## config.mk

```make
export PLATFORM = sky130hd
export DESIGN_NAME = accel_offset_calib_filter
export DESIGN_NICKNAME = d
export VERILOG_FILES = /design/src/rtl/aocf_pkg.sv /design/src/rtl/aocf_lane.sv /design/src/rtl/aocf_merge.sv /design/src/rtl/accel_offset_calib_filter.sv
export SDC_FILE = /design/constraint.sdc
export NUM_CORES = 1
export LEC_CHECK = 0
export BUFFER_PORTS_ARGS = -buffer_cell sky130_fd_sc_hd__buf_4
export CORE_UTILIZATION = 50
export DETAILED_ROUTE_END_ITERATION = 12
export GPL_TIMING_DRIVEN = 0
export PLACE_DENSITY_LB_ADDON = 0.1
export RECOVER_POWER = 100
export SETUP_SLACK_MARGIN = 0.5
export SKIP_LAST_GASP = 1
export SYNTH_ARGS = -nofsm -noshare
export SYNTH_HDL_FRONTEND = slang
export SYNTH_SLANG_ARGS = --single-unit
```

## constraint.sdc

```tcl
create_clock -name clock -period 8.7 [get_ports clock]
set_input_delay 2.61 -clock clock [delete_from_list [all_inputs] [get_ports clock]]
set_output_delay 2.61 -clock clock [all_outputs]
set_load 0.05 [all_outputs]
```

## src/rtl/aocf_pkg.sv

```systemverilog
`timescale 1ns / 1ps
// ----------------------------------------------------------------------------
// aocf_pkg: shared types and constants of the accelerometer offset filter
// Field widths, axis slots, board modes, register codes, reset values and the lane control group.
// ----------------------------------------------------------------------------
package aocf_pkg;

   // Field widths.
   localparam int RAW_W   = 8;   // raw two's-complement byte
   localparam int VAL_W   = 7;   // mapped axis count, -32 .. 32
   localparam int OUT_W   = 8;   // result count
   localparam int LIM_W   = 5;   // deadband limit and gravity count
   localparam int MODE_W  = 2;
   localparam int N_AXES  = 3;
   localparam int VAL_MAG = 32;  // largest magnitude of a mapped count

   // Calibration length default.
   localparam int CAL_SAMPLES_DEF = 8;

   // Axis slots.
   localparam int AXIS_X = 0;
   localparam int AXIS_Y = 1;
   localparam int AXIS_Z = 2;

   // Board modes.
   typedef enum logic [MODE_W-1:0] {
      MODE_PLAIN    = 2'd0,
      MODE_SWAP_PRE = 2'd1,
      MODE_CALIB    = 2'd2
   } mode_type;

   // Register map: word index of each control register.
   localparam int CSR_ADDR_W = 4;
   localparam int CSR_DATA_W = 32;
   typedef enum logic [1:0] {
      CSR_BOARD_MODE     = 2'd0,
      CSR_DEADBAND_LIMIT = 2'd1,
      CSR_GRAVITY_COUNTS = 2'd2
   } csr_index_type;

   // Register reset values.
   localparam logic [MODE_W-1:0] BOARD_MODE_RST     = 2'd0;
   localparam logic [LIM_W-1:0]  DEADBAND_LIMIT_RST = 5'd2;
   localparam logic [LIM_W-1:0]  GRAVITY_COUNTS_RST = 5'd16;

   // Per-lane control for one cycle.
   typedef struct packed {
      logic acc_en;   // add the incoming sample to the calibration sum
      logic step_en;  // a calibrated-mode beat leaves the first stage
      logic cal_set;  // that beat is the one that sets the offsets
   } lane_ctrl_type;

endpackage

```

## src/rtl/aocf_lane.sv

```systemverilog
`timescale 1ns / 1ps
// ----------------------------------------------------------------------------
// aocf_lane: one axis of the offset calibration and smoothing datapath
// Keeps the axis calibration sum, its registered floor mean, the offset and
// the last filtered value, and produces the offset-corrected count.
// ----------------------------------------------------------------------------
module aocf_lane #(
   parameter int CAL_SAMPLES = aocf_pkg::CAL_SAMPLES_DEF
) (
   input  logic                                 clock,
   input  logic                                 reset,
   input  aocf_pkg::lane_ctrl_type              ctrl,
   input  logic signed [aocf_pkg::VAL_W-1:0]    samp_val,
   input  logic signed [aocf_pkg::VAL_W-1:0]    stage_val,
   input  logic        [aocf_pkg::LIM_W-1:0]    grav_counts,
   output logic signed [aocf_pkg::OUT_W-1:0]    corr_val
);

   localparam int VW      = aocf_pkg::VAL_W;
   localparam int OW      = aocf_pkg::OUT_W;
   localparam int BIAS    = aocf_pkg::VAL_MAG * CAL_SAMPLES;
   localparam int SUM_W   = $clog2(BIAS + 1) + 1;
   localparam int BIAS_W  = SUM_W + 1;
   localparam int SHIFT   = BIAS_W + $clog2(CAL_SAMPLES);
   localparam int RECIP   = (2 ** SHIFT + CAL_SAMPLES - 1) / CAL_SAMPLES;
   localparam int Q_W     = VW;
   localparam int PROD_W  = SHIFT + Q_W;

   logic signed [SUM_W-1:0]  sum_ff, sum_in;
   logic signed [VW-1:0]     mean_ff, mean_in;
   logic signed [VW-1:0]     offset_ff, offset_new;
   logic signed [VW-1:0]     filt_ff, filt_new;
   logic        [BIAS_W-1:0] biased;
   logic        [PROD_W-1:0] prod;
   logic        [Q_W-1:0]    quot;
   logic signed [OW-1:0]     filt_sum, filt_half, mean_adj, offset_cand;

   // Running sum of the calibration samples.
   assign sum_in = ctrl.acc_en
                   ? sum_ff + {{(SUM_W - VW){samp_val[VW-1]}}, samp_val}
                   : sum_ff;

   // Floor mean: bias the sum to non-negative, then multiply by a rounded-up
   // reciprocal. The shift is wide enough that the quotient is exact.
   assign biased = {sum_ff[SUM_W-1], sum_ff} + BIAS_W'(BIAS);
   assign prod   = PROD_W'(biased) * PROD_W'(RECIP);
   assign quot   = prod[SHIFT +: Q_W];
   assign mean_in = $signed(quot - Q_W'(aocf_pkg::VAL_MAG));

   // A zero mean after the gravity count is taken off leaves the previous offset in place.
   assign mean_adj    = {mean_ff[VW-1], mean_ff} - $signed({3'b000, grav_counts});
   assign offset_cand = -mean_adj;
   assign offset_new  = (ctrl.cal_set && (mean_adj != '0)) ? offset_cand[VW-1:0]
                                                           : offset_ff;

   // Average with the last filtered value, rounding toward minus infinity.
   assign filt_sum  = {filt_ff[VW-1], filt_ff} + {stage_val[VW-1], stage_val};
   assign filt_half = filt_sum >>> 1;
   assign filt_new  = filt_half[VW-1:0];

   assign corr_val = {filt_new[VW-1], filt_new} + {offset_new[VW-1], offset_new};

   always_ff @(posedge clock) begin
      if (reset) begin
         sum_ff    <= '0;
         mean_ff   <= '0;
         offset_ff <= '0;
         filt_ff   <= '0;
      end else begin
         sum_ff  <= sum_in;
         mean_ff <= mean_in;
         if (ctrl.cal_set) begin
            offset_ff <= offset_new;
         end
         if (ctrl.step_en) begin
            filt_ff <= filt_new;
         end
      end
   end

endmodule

```

## src/rtl/aocf_merge.sv

```systemverilog
`timescale 1ns / 1ps
// ----------------------------------------------------------------------------
// aocf_merge: result merge and output register
// Picks the lane results or the plain mapped counts, deadbands x and y in the
// calibrated mode, and holds the result beat until the consumer takes it.
// ----------------------------------------------------------------------------
module aocf_merge (
   input  logic                              clock,
   input  logic                              reset,
   input  logic                              load,
   input  logic                              calib_mode,
   input  logic        [aocf_pkg::LIM_W-1:0] deadband_limit,
   input  logic signed [aocf_pkg::OUT_W-1:0] lane_val [aocf_pkg::N_AXES],
   input  logic signed [aocf_pkg::VAL_W-1:0] plain_val [aocf_pkg::N_AXES],
   input  logic                              rsp_stall,
   output logic                              out_ready,
   output logic                              rsp_valid,
   output logic signed [aocf_pkg::OUT_W-1:0] rsp_accel_x,
   output logic signed [aocf_pkg::OUT_W-1:0] rsp_accel_y,
   output logic signed [aocf_pkg::OUT_W-1:0] rsp_accel_z
);

   localparam int OW = aocf_pkg::OUT_W;
   localparam int VW = aocf_pkg::VAL_W;

   logic                 valid_ff, valid_in;
   logic signed [OW-1:0] res_ff [aocf_pkg::N_AXES];
   logic signed [OW-1:0] res_in [aocf_pkg::N_AXES];
   logic signed [OW:0]   lim_pos, lim_neg;
   logic signed [OW:0]   wide_val [aocf_pkg::N_AXES];

   assign lim_pos = $signed({4'b0000, deadband_limit});
   assign lim_neg = -lim_pos;

   always_comb begin
      for (int i = 0; i < aocf_pkg::N_AXES; i++) begin
         wide_val[i] = {lane_val[i][OW-1], lane_val[i]};
         if (calib_mode) begin
            res_in[i] = lane_val[i];
            if (i != aocf_pkg::AXIS_Z && wide_val[i] <= lim_pos && wide_val[i] >= lim_neg) begin
               res_in[i] = '0;
            end
         end else begin
            res_in[i] = {plain_val[i][VW-1], plain_val[i]};
         end
      end
   end

   assign out_ready = !valid_ff || !rsp_stall;
   assign valid_in  = load ? 1'b1 : (out_ready ? 1'b0 : valid_ff);

   always_ff @(posedge clock) begin
      if (reset) begin
         valid_ff <= 1'b0;
      end else begin
         valid_ff <= valid_in;
      end
   end

   always_ff @(posedge clock) begin
      if (load) begin
         res_ff <= res_in;
      end
   end

   assign rsp_valid   = valid_ff;
   assign rsp_accel_x = res_ff[aocf_pkg::AXIS_X];
   assign rsp_accel_y = res_ff[aocf_pkg::AXIS_Y];
   assign rsp_accel_z = res_ff[aocf_pkg::AXIS_Z];

endmodule

```

## src/rtl/accel_offset_calib_filter.sv

```systemverilog
`timescale 1ns / 1ps
// ----------------------------------------------------------------------------
// accel_offset_calib_filter: accelerometer axis mapping, offset calibration
// and smoothing filter with an x/y deadband.
// An accepted request beat is registered in the first stage, then in the merge output register.
// Throughput: one beat per cycle while the response channel does not stall; the pipeline has two
// stages, the first stage and the merge output register.
// Reset (synchronous, active high) clears calibration sums, offsets, filter
// state and pipeline valids, and loads the register reset values.
// ----------------------------------------------------------------------------
module accel_offset_calib_filter #(
   parameter int CAL_SAMPLES = aocf_pkg::CAL_SAMPLES_DEF
) (
   input  logic                                   clock,
   input  logic                                   reset,
   // Request channel.
   input  logic                                   req_valid,
   output logic                                   req_stall,
   input  logic [aocf_pkg::RAW_W-1:0]             req_raw_a,
   input  logic [aocf_pkg::RAW_W-1:0]             req_raw_b,
   input  logic [aocf_pkg::RAW_W-1:0]             req_raw_c,
   // Response channel.
   output logic                                   rsp_valid,
   input  logic                                   rsp_stall,
   output logic signed [aocf_pkg::OUT_W-1:0]      rsp_accel_x,
   output logic signed [aocf_pkg::OUT_W-1:0]      rsp_accel_y,
   output logic signed [aocf_pkg::OUT_W-1:0]      rsp_accel_z,
   // Control register port.
   input  logic                                   csr_psel,
   input  logic                                   csr_penable,
   input  logic                                   csr_pwrite,
   input  logic [aocf_pkg::CSR_ADDR_W-1:0]        csr_paddr,
   input  logic [aocf_pkg::CSR_DATA_W-1:0]        csr_pwdata,
   output logic [aocf_pkg::CSR_DATA_W-1:0]        csr_prdata,
   output logic                                   csr_pready
);

   localparam int VW     = aocf_pkg::VAL_W;
   localparam int RW     = aocf_pkg::RAW_W;
   localparam int CNT_W  = $clog2(CAL_SAMPLES + 2);
   localparam logic [CNT_W-1:0] CAL_LAST = CNT_W'(CAL_SAMPLES);

   // ------------------------------------------------------------------------
   // Control registers. Writes land on the access phase; reads are a plain
   // mux of the register values.
   // ------------------------------------------------------------------------
   logic [aocf_pkg::MODE_W-1:0] board_mode_ff;
   logic [aocf_pkg::LIM_W-1:0]  deadband_limit_ff;
   logic [aocf_pkg::LIM_W-1:0]  gravity_counts_ff;
   logic                        csr_wr;
   aocf_pkg::csr_index_type     csr_idx;

   assign csr_pready = 1'b1;
   assign csr_wr     = csr_psel && csr_penable && csr_pwrite;
   assign csr_idx    = aocf_pkg::csr_index_type'(csr_paddr[3:2]);

   always_ff @(posedge clock) begin
      if (reset) begin
         board_mode_ff     <= aocf_pkg::BOARD_MODE_RST;
         deadband_limit_ff <= aocf_pkg::DEADBAND_LIMIT_RST;
         gravity_counts_ff <= aocf_pkg::GRAVITY_COUNTS_RST;
      end else if (csr_wr) begin
         unique case (csr_idx)
            aocf_pkg::CSR_BOARD_MODE: begin
               board_mode_ff <= csr_pwdata[aocf_pkg::MODE_W-1:0];
            end
            aocf_pkg::CSR_DEADBAND_LIMIT: begin
               deadband_limit_ff <= csr_pwdata[aocf_pkg::LIM_W-1:0];
            end
            aocf_pkg::CSR_GRAVITY_COUNTS: begin
               gravity_counts_ff <= csr_pwdata[aocf_pkg::LIM_W-1:0];
            end
            default: begin
               // Unmapped word: the write is dropped.
            end
         endcase
      end
   end

   always_comb begin
      unique case (csr_idx)
         aocf_pkg::CSR_BOARD_MODE: begin
            csr_prdata = {{(aocf_pkg::CSR_DATA_W - aocf_pkg::MODE_W){1'b0}}, board_mode_ff};
         end
         aocf_pkg::CSR_DEADBAND_LIMIT: begin
            csr_prdata = {{(aocf_pkg::CSR_DATA_W - aocf_pkg::LIM_W){1'b0}}, deadband_limit_ff};
         end
         aocf_pkg::CSR_GRAVITY_COUNTS: begin
            csr_prdata = {{(aocf_pkg::CSR_DATA_W - aocf_pkg::LIM_W){1'b0}}, gravity_counts_ff};
         end
         default: begin
            csr_prdata = '0;
         end
      endcase
   end

   // ------------------------------------------------------------------------
   // Axis mapping. Each byte is reduced to a 6-bit count by an arithmetic
   // shift of two. Mode 1 negates before the shift (so a count of +32 can
   // appear), mode 2 negates x after the shift; an undefined mode code
   // behaves as the plain mode.
   // ------------------------------------------------------------------------
   logic signed [RW:0]   ext_a, ext_b, ext_c;
   logic signed [RW:0]   shr_a, shr_b, shr_c, shr_nega, shr_negb, neg_shr_b;
   logic signed [VW-1:0] map_val [aocf_pkg::N_AXES];
   logic                 calib_now;

   assign ext_a     = $signed({req_raw_a[RW-1], req_raw_a});
   assign ext_b     = $signed({req_raw_b[RW-1], req_raw_b});
   assign ext_c     = $signed({req_raw_c[RW-1], req_raw_c});
   assign shr_a     = ext_a >>> 2;
   assign shr_b     = ext_b >>> 2;
   assign shr_c     = ext_c >>> 2;
   assign shr_nega  = (-ext_a) >>> 2;
   assign shr_negb  = (-ext_b) >>> 2;
   assign neg_shr_b = -shr_b;
   assign calib_now = (board_mode_ff == aocf_pkg::MODE_CALIB);

   always_comb begin
      map_val[aocf_pkg::AXIS_Z] = shr_c[VW-1:0];
      unique case (board_mode_ff)
         aocf_pkg::MODE_SWAP_PRE: begin
            map_val[aocf_pkg::AXIS_X] = shr_negb[VW-1:0];
            map_val[aocf_pkg::AXIS_Y] = shr_nega[VW-1:0];
         end
         aocf_pkg::MODE_CALIB: begin
            map_val[aocf_pkg::AXIS_X] = neg_shr_b[VW-1:0];
            map_val[aocf_pkg::AXIS_Y] = shr_a[VW-1:0];
         end
         default: begin
            map_val[aocf_pkg::AXIS_X] = shr_a[VW-1:0];
            map_val[aocf_pkg::AXIS_Y] = shr_b[VW-1:0];
         end
      endcase
   end

   // ------------------------------------------------------------------------
   // Calibration counter. The first CAL_SAMPLES calibrated-mode beats are
   // summed as they are accepted; the next one sets the offsets and the
   // counter then parks one past CAL_SAMPLES until reset.
   // ------------------------------------------------------------------------
   logic             req_acc;
   logic             out_ready;
   logic             a_move;
   logic             a_vld_ff, a_vld_in;
   logic [CNT_W-1:0] cal_count_ff, cal_count_in;
   logic             acc_now, cal_now;

   assign req_stall = a_vld_ff && !out_ready;
   assign req_acc   = req_valid && !req_stall;
   assign acc_now   = req_acc && calib_now && (cal_count_ff < CAL_LAST);
   assign cal_now   = req_acc && calib_now && (cal_count_ff == CAL_LAST);
   assign cal_count_in = (acc_now || cal_now) ? cal_count_ff + 1'b1 : cal_count_ff;

   always_ff @(posedge clock) begin
      if (reset) begin
         cal_count_ff <= '0;
      end else begin
         cal_count_ff <= cal_count_in;
      end
   end

   // ------------------------------------------------------------------------
   // First pipeline stage: the mapped counts and the beat's flags. The lane
   // means are registered from the sum registers, so they are ready when the
   // offset-setting beat leaves here.
   // ------------------------------------------------------------------------
   logic                 a_calib_ff;
   logic                 a_cal_ff;
   logic signed [VW-1:0] a_val_ff [aocf_pkg::N_AXES];

   assign a_move   = a_vld_ff && out_ready;
   assign a_vld_in = req_acc ? 1'b1 : (a_move ? 1'b0 : a_vld_ff);

   always_ff @(posedge clock) begin
      if (reset) begin
         a_vld_ff <= 1'b0;
      end else begin
         a_vld_ff <= a_vld_in;
      end
   end

   always_ff @(posedge clock) begin
      if (req_acc) begin
         a_val_ff   <= map_val;
         a_calib_ff <= calib_now;
         a_cal_ff   <= cal_now;
      end
   end

   // ------------------------------------------------------------------------
   // Axis lanes. Each lane owns its sum, mean, offset and filter state.
   // ------------------------------------------------------------------------
   aocf_pkg::lane_ctrl_type     lane_ctrl;
   logic signed [aocf_pkg::OUT_W-1:0] lane_val [aocf_pkg::N_AXES];

   assign lane_ctrl.acc_en  = acc_now;
   assign lane_ctrl.step_en = a_move && a_calib_ff;
   assign lane_ctrl.cal_set = a_move && a_calib_ff && a_cal_ff;

   for (genvar g = 0; g < aocf_pkg::N_AXES; g++) begin : g_lane
      aocf_lane #(
         .CAL_SAMPLES (CAL_SAMPLES)
      ) u_lane (
         .clock       (clock),
         .reset       (reset),
         .ctrl        (lane_ctrl),
         .samp_val    (map_val[g]),
         .stage_val   (a_val_ff[g]),
         .grav_counts ((g == aocf_pkg::AXIS_Z) ? gravity_counts_ff : '0),
         .corr_val    (lane_val[g])
      );
   end

   // ------------------------------------------------------------------------
   // Merge stage and output register.
   // ------------------------------------------------------------------------
   aocf_merge u_merge (
      .clock          (clock),
      .reset          (reset),
      .load           (a_move),
      .calib_mode     (a_calib_ff),
      .deadband_limit (deadband_limit_ff),
      .lane_val       (lane_val),
      .plain_val      (a_val_ff),
      .rsp_stall      (rsp_stall),
      .out_ready      (out_ready),
      .rsp_valid      (rsp_valid),
      .rsp_accel_x    (rsp_accel_x),
      .rsp_accel_y    (rsp_accel_y),
      .rsp_accel_z    (rsp_accel_z)
   );

   // ------------------------------------------------------------------------
   // Checks.
   // ------------------------------------------------------------------------
   // The offset-setting beat in the first stage means the counter has parked.
   a_cal_parked: assert property (@(posedge clock) disable iff (reset)
      a_vld_ff && a_cal_ff |-> cal_count_ff == CAL_LAST + 1'b1)
      else $error("calibration beat in flight but counter not parked");

   // A beat in the first stage that cannot move must still be there next cycle.
   a_stage_hold: assert property (@(posedge clock) disable iff (reset)
      a_vld_ff && !a_move |=> a_vld_ff)
      else $error("first-stage beat lost while blocked");

   // Every summed calibration beat advances the counter by exactly one.
   a_cnt_step: assert property (@(posedge clock) disable iff (reset)
      acc_now |=> cal_count_ff == $past(cal_count_ff) + 1'b1)
      else $error("calibration counter did not advance");

endmodule
```

==> metrics.yaml, run 1 <==
power_frac_clock: 0.392
multi_input_area_um2: 6170
cp.required_ps: 8850
area_growth_syn_to_layout_pct: 12.5
cts_root_buffer: "clkbuf_16"
cts_buffers: 17
fmax_mhz: 127
portBuffers: 65
clk_pin_slew_ps: 60
vias: 8344
dp_hpwl_um: 19900
dieArea_um2: 21300
min_from: "g_lane[2].u_lane.filt_ff[5]"
drive_gt1_frac: 0.0863
pin_count: 126
fin_ws_ps: 819
initial_core_util: 0.510
critical_path_buf_inv_count: 1
fillers: 1933
cts.sinks: 157
crit_chain: "clkbuf_1, a21boi_4, nand3_4, nor2_1, mux2_1, ha_1, fa_1, a21o_1, a21oi_1, nand2b_1, a2111oi_0, a2111o_1, nor2_1, ha_1, and3_1, nand2_1, o21ai_0, o31ai_1, a41oi_1, nor4b_1, a211oi_2, a211oi_1"
relSlewSlack: -0.538
antenna_found_initial: 0
fin_nets: 1444
drt_pass1_iterations: 5
setup_viol: 0
tightestPinTransition_ps: 2290
drc: 0
grt_use_total: 0.248
cap_viol_max_count: 1
synth-edff-count: 46
drt-wirelength-per-cell_um: 16.7
period_share: 0.906
synthArstFlopShare: 0
syn_avg_cell_area_um2: 9.01
swShare: 0.285
p_leak_nw: 5.00
cts.hold.buffers_added: 0
skew_ps: 9.60
path_class: "in -> reg"
grt_first_pass_wirelength_um: 40700
rsz0062_at_grt: "false"
reg2reg_from: "a_vld_ff"
comb_power_share: 0.169
violations: "capacitance limit, slew limit"
yosys.area.top_type: "dfxtp_1"
ant_nets: 0
coreArea_um2: 20300
layout.area.seq_um2: 3600
grt_remaining_overflow: 0
grt_max_degree: 19
insertedDiodeCount: 0
r2r_end: "u_merge.rsp_accel_x[7]"
power.internal_mw: 1.29
cts_resized: 0
cts_max_level: 4
slew_violations: 14
status: "finished with violations"
synth_ff_type: "dfxtp_1"
r2r_setup_slack_ps: 2710
drt_iter0_drc: 429
cts_tree: "built"
ir_drop_v: 0.000138
die_w_um: 146
cpPeakStageDelay_ps: 500
timing.hold.ws_ps: 460
powerDensity_nw_per_um2: 155
syn_inst: 1149
clockBufferDepth: 2
holdPathStages: 2
rows: 52
viasPerCell: 5.40
synth_area_leaders: "dfxtp_1 (21%), edfxtp_1 (13%), ha_1 (13%)"
hold_viol_final: 0
seqPwrFrac: 0.439
synth_cell_types: 81
ys_ff_latch: 157
min_path_type: "reg -> reg"
dp_slack_ps: -69.4
hold_path_end: "g_lane[2].u_lane.filt_ff[5]"
path_max_fanout: 8
clock_latency_ps: 430
chipHeight_um: 146
gp_congestion: 0.888
synth_top_cell_area_share: 0.215
period_minus_slack_ps: 7880
yosys_warnings: 0
reg2reg_depth: 21
net-switching-power_mw: 0.513
synth.cell_area_um2: 10400
worstSetupEndpointType: "flop"
cp.arrival_ps: 8030
synth_seq_area_share: 0.348
wirelength_um: 25800
grt_pass1_vias: 7803
slowest_stage: "a2111o_1"
utilization: 0.574
crit_family: "compound AO/OA/AOI/OAI gates"
startpoint_type: "input port"
-- flip-flops by register name (all words and copies together), names as in the netlist, 2 cells and up --
signal                   cells
gravity_counts_ff            5
g_lane.u_lane.filt_ff       21
a_val_ff                    20
u_merge.rsp_accel_z          8
u_merge.rsp_accel_y          8
u_merge.rsp_accel_x          8
g_lane.u_lane.offset_ff     21
g_lane.u_lane.sum_ff        30
cal_count_ff                 4
board_mode_ff                2
deadband_limit_ff            5
g_lane.u_lane.mean_ff       21
-- worst reg2reg max path, delay by kind of cell (launching register included) --
family / cells / cell delay, ps
AOI/OAI and AO/OA: 10 / 2740
and+or+nand+nor: 7 / 1230
adders and majority gates: 3 / 800
DFF: 1 / 510
muxes: 1 / 420
-- final cells by class --
class	count	area share
repair buffers	67	0.0290
multi-input cells	877	0.530
flip-flops and latches	157	0.309
clock inverters	10	0.00784
inverters	81	0.0261
clock buffers	22	0.0398
well taps	270	0.0290
plain buffers	61	0.0295
-- cells by family (layout without fill, tap and decap cells) --
logic type	count (synthesis)	after routing	synth area share
compound gates	277	278	0.175
xor+xnor	59	59	0.0512
fa+ha+maj	115	115	0.146
buf+inv	142	241	0.0626
flops	157	157	0.348
mux	43	43	0.0440
other cells	2	28	0.000725
simple gates	354	354	0.173
-- power by group through the flow --
stage	registers, mW	logic (mW)	clock network [mW]
after floorplan	0.825	0.210	0
after global placement	0.806	0.308	0
after detailed placement	0.806	0.313	0
after CTS	0.791	0.316	0.717
after global routing	0.793	0.335	0.749
final	0.791	0.305	0.707
-- how the worst max path moves through the flow --
| stage | start | endpoint | slack (ps) | cells past startpoint |
|---|---|---|---|---|
| 2_1_floorplan | rsp_stall | u_merge.rsp_accel_x[7] | 1050 | 21 |
| 3_3_place_gp | rsp_stall | u_merge.rsp_accel_x[6] | -90 | 22 |
| 3_5_place_dp | rsp_stall | u_merge.rsp_accel_x[7] | -70 | 22 |
| 4_1_cts | rsp_stall | u_merge.rsp_accel_x[6] | 600 | 22 |
| 5_1_grt | rsp_stall | u_merge.rsp_accel_x[7] | 370 | 22 |
| 6_report | rsp_stall | u_merge.rsp_accel_x[7] | 820 | 22 |
-- cells in the final DEF, fill, tap and decap left out, drive strengths merged, types with 4 or more instances in the layout --
cell and n:
and3 6, a211oi 18, nand2b 12, fa 10, clkinv 9, and2 22
nor2 89, or3 10, conb 28, a21boi 6, o21ai 51, dfxtp 111
or2 5, edfxtp 46, a41oi 4, o21bai 12, xnor2 46, mux2i 23
a31o 4, clkbuf 99, buf 51, mux2 20, o21a 9, nor4 8
o31ai 6, o22a 4, a21o 21, nand3 16, a21oi 103, o311ai 4
xor2 12, o211ai 5, nor2b 41, inv 79, nor3b 6, nor3 21
ha 105, a22o 7, nand2 99
-- metal layers --
metal,track usage,part of all wire,up-vias
li1,-,-,4240
met3,0.0476,0.050,34
met5,0,0,-
met1,0.338,0.49,3872
met2,0.393,0.44,198
met4,0.0868,0.021,0
-- synth_stat cells, types with 5 or more instances --
library cell  number
nor2b_1           41
or3_1             10
nor3b_1            6
nor4_1             7
nor2_1            89
fa_1              10
a22o_1             7
or2_2              5
xor2_1            12
buf_4             28
nand2b_1          12
o21bai_1          12
buf_1              7
o211ai_1           5
o21a_1             9
nand3_1           15
ha_1             105
mux2_2            20
nand2_1           99
nor3_1            20
and3_1             6
a211oi_1          16
o31ai_1            6
and2_1            21
clkbuf_1          25
a21o_1            21
inv_1             79
o21ai_0           50
edfxtp_1          46
xnor2_1           46
mux2i_1           23
dfxtp_1          111
a21oi_1          103
-- repair_timing --
action,CTS,global route
pin swaps,1,1
setup buffers,0,1
gates cloned,1,0
endpoints found under the setup margin,8,8
-- through the flow --
step / power (mW) / instances / TNS [ps] / cell area, µm²
floorplan: 1.03 / 1175 / 0 / 10500
global placement: 1.11 / 1510 / -631 / 11300
detailed placement: 1.12 / 1511 / -484 / 11300
CTS: 1.82 / 1544 / 0 / 11900
global route: 1.88 / 1545 / 0 / 11700
finish: 1.80 / 1545 / 0 / 11700
Power figures use the tool's default switching activity.
==> run 2: changes to the inputs <==
--- a/config.mk
+++ b/config.mk
@@ -5,9 +5,9 @@
 export SDC_FILE = /design/constraint.sdc
 export NUM_CORES = 1
 export LEC_CHECK = 0
-export BUFFER_PORTS_ARGS = -buffer_cell sky130_fd_sc_hd__buf_4
 export CORE_UTILIZATION = 50
 export DETAILED_ROUTE_END_ITERATION = 12
+export DONT_BUFFER_PORTS = 1
 export GPL_TIMING_DRIVEN = 0
 export PLACE_DENSITY_LB_ADDON = 0.1
 export RECOVER_POWER = 100
==> run 2 against run 1 <==
The run still ends with capacitance limit, slew limit left. Utilization fell by 1.6 points. Critical path depth is 1 lower. Maximum frequency decreased by 0.27%. Clock skew fell by 1.5 ps. Final cell count is 4.1% lower. Clock power down 3.3%. Critical path type unchanged. Highest routed layer unchanged.
==> metrics.yaml, run 2 (synthesis gave the netlist of run 1 again) <==
finalSetupTns_ps: 0
skew_ps: 8.15
final_cells: 1481
vias: 8135
ir_drop_v: 0.000133
chipHeight_um: 146
insertedDiodeCount: 0
slowest_stage: "nor2_1"
grt_first_pass_wirelength_um: 40900
grt_max_degree: 18
fin_nets: 1380
fin_area_um2: 11300
period_minus_slack_ps: 7900
drc: 0
clk_pin_slew_ps: 60
dieArea_um2: 21300
cts_max_level: 4
path_max_fanout: 8
fin_ws_ps: 798
cts_root_buffer: "clkbuf_16"
grt_use_total: 0.247
portBuffers: 0
min_path_type: "reg -> reg"
violations: "capacitance limit, slew limit"
final_common_cell: "dfxtp_1"
timing.hold.ws_ps: 459
cpPeakStageDelay_ps: 520
cp.required_ps: 8940
fmax_mhz: 127
die_w_um: 146
powerDensity_nw_per_um2: 156
drt_iter0_drc: 474
gp_congestion: 0.896
utilization: 0.558
cap_viol_max_count: 2
dp_slack_ps: 11.9
rsz0062_at_grt: "false"
critical_path_buf_inv_count: 0
p_leak_nw: 4.83
initial_core_util: 0.510
crit_family: "compound AO/OA/AOI/OAI gates"
relSlewSlack: -0.477
ant_nets: 0
post_dp_cell_area_um2: 10800
slew_violations: 15
status: "finished with violations"
cp.arrival_ps: 8140
setup_viol: 0
path_class: "in -> reg"
grt_remaining_overflow: 0
coreArea_um2: 20300
worstSetupEndpointType: "flop"
startpoint_type: "input port"
dp_hpwl_um: 19700
drt-wirelength-per-cell_um: 17.2
tightestPinTransition_ps: 2200
crit_chain: "a21boi_4, nand3_1, nor2_1, mux2_1, ha_1, fa_1, a21o_1, a21oi_1, nand2b_1, nor3_1, a2111o_1, nor2_1, ha_1, and3_1, nand2_1, o21ai_0, o31ai_1, a41oi_1, nor4b_1, a211oi_4, a211oi_1"
final_cell_mix: "dfxtp_1 (111), ha_1 (105), a21oi_1 (103)"
grt_pass1_vias: 7907
area_growth_syn_to_layout_pct: 9.34
hold_viol_final: 0
rows: 52
total_power_mw: 1.76
largest_reg_flops: 30
period_share: 0.908
dp.cells: 1447
wirelength_um: 25400
clock_latency_ps: 420
drive_gt1_frac: 0.0727
cts.hold.buffers_added: 0
regMostFlops: "g_lane.u_lane.sum_ff"
pin_count: 126
antenna_found_initial: 0
clockBufferDepth: 2
drt_pass1_iterations: 5
cts_buffers: 17
cts.sinks: 157
cts_tree: "built"
cts_resized: 0
viasPerCell: 5.49
-- run 2: cell count changes in the layout (fill, tap and decap cells not counted), moves of 2 or more --
cell / delta
mux2_2: +3
clkbuf_1: -41
clkbuf_4: -2
buf_4: -21
mux2_1: -3
-- run 2: final timing paths --
check	slack [ps]	startpoint	cells past startpoint	to
max reg2reg	2250	u_merge.rsp_valid	21	u_merge.rsp_accel_x[7]
max	800	rsp_stall	21	u_merge.rsp_accel_x[7]
min	460	g_lane[2].u_lane.filt_ff[0]	2	g_lane[2].u_lane.filt_ff[0]
min reg2reg	460	g_lane[2].u_lane.filt_ff[0]	2	g_lane[2].u_lane.filt_ff[0]
-- run 2: worst register-to-register path: stages (launching register included) --
cell	delay (ps)
dfxtp_1	600
a21boi_4	330
nand3_1	290
nor2_1	520
mux2_1	420
ha_1	240
fa_1	420
a21o_1	170
a21oi_1	250
nand2b_1	210
nor3_1	70
a2111o_1	500
nor2_1	150
ha_1	260
and3_1	200
nand2_1	60
o21ai_0	180
o31ai_1	320
a41oi_1	160
nor4b_1	520
a211oi_4	140
a211oi_1	260
-- run 2: repair_timing --
action	CTS	global route
endpoints found under the hold margin	0	0
buffers inserted	0	1
pin swaps	1	1
gates cloned	1	0
endpoints found under the setup margin	8	8
-- run 2: final cells by class --
| cell class | instances | area, µm² |
|---|---|---|
| fill | 1884 | 8970 |
| multi-input combinational | 877 | 6180 |
| sequential | 157 | 3600 |
| clock buffer | 23 | 478 |
| buffer | 61 | 344 |
| tap | 270 | 338 |
| inverter | 81 | 304 |
| clock inverter | 9 | 63.8 |
| timing repair buffer | 3 | 11.3 |
-- run 2: report_power, final --
group / switching (mW) / internal [mW] / total, mW / leakage, nW
Sequential: 0.0393 / 0.778 / 0.817 / 1.34
Clock: 0.297 / 0.388 / 0.684 / 0.260
Combinational: 0.165 / 0.0956 / 0.261 / 3.23
-- run 2: metal layers --
layer	vias to the layer above	track usage	part of all wire
met5	-	0	0
met2	186	0.399	0.45
met4	0	0.0974	0.026
met1	3794	0.335	0.48
met3	39	0.0345	0.044
li1	4116	-	-
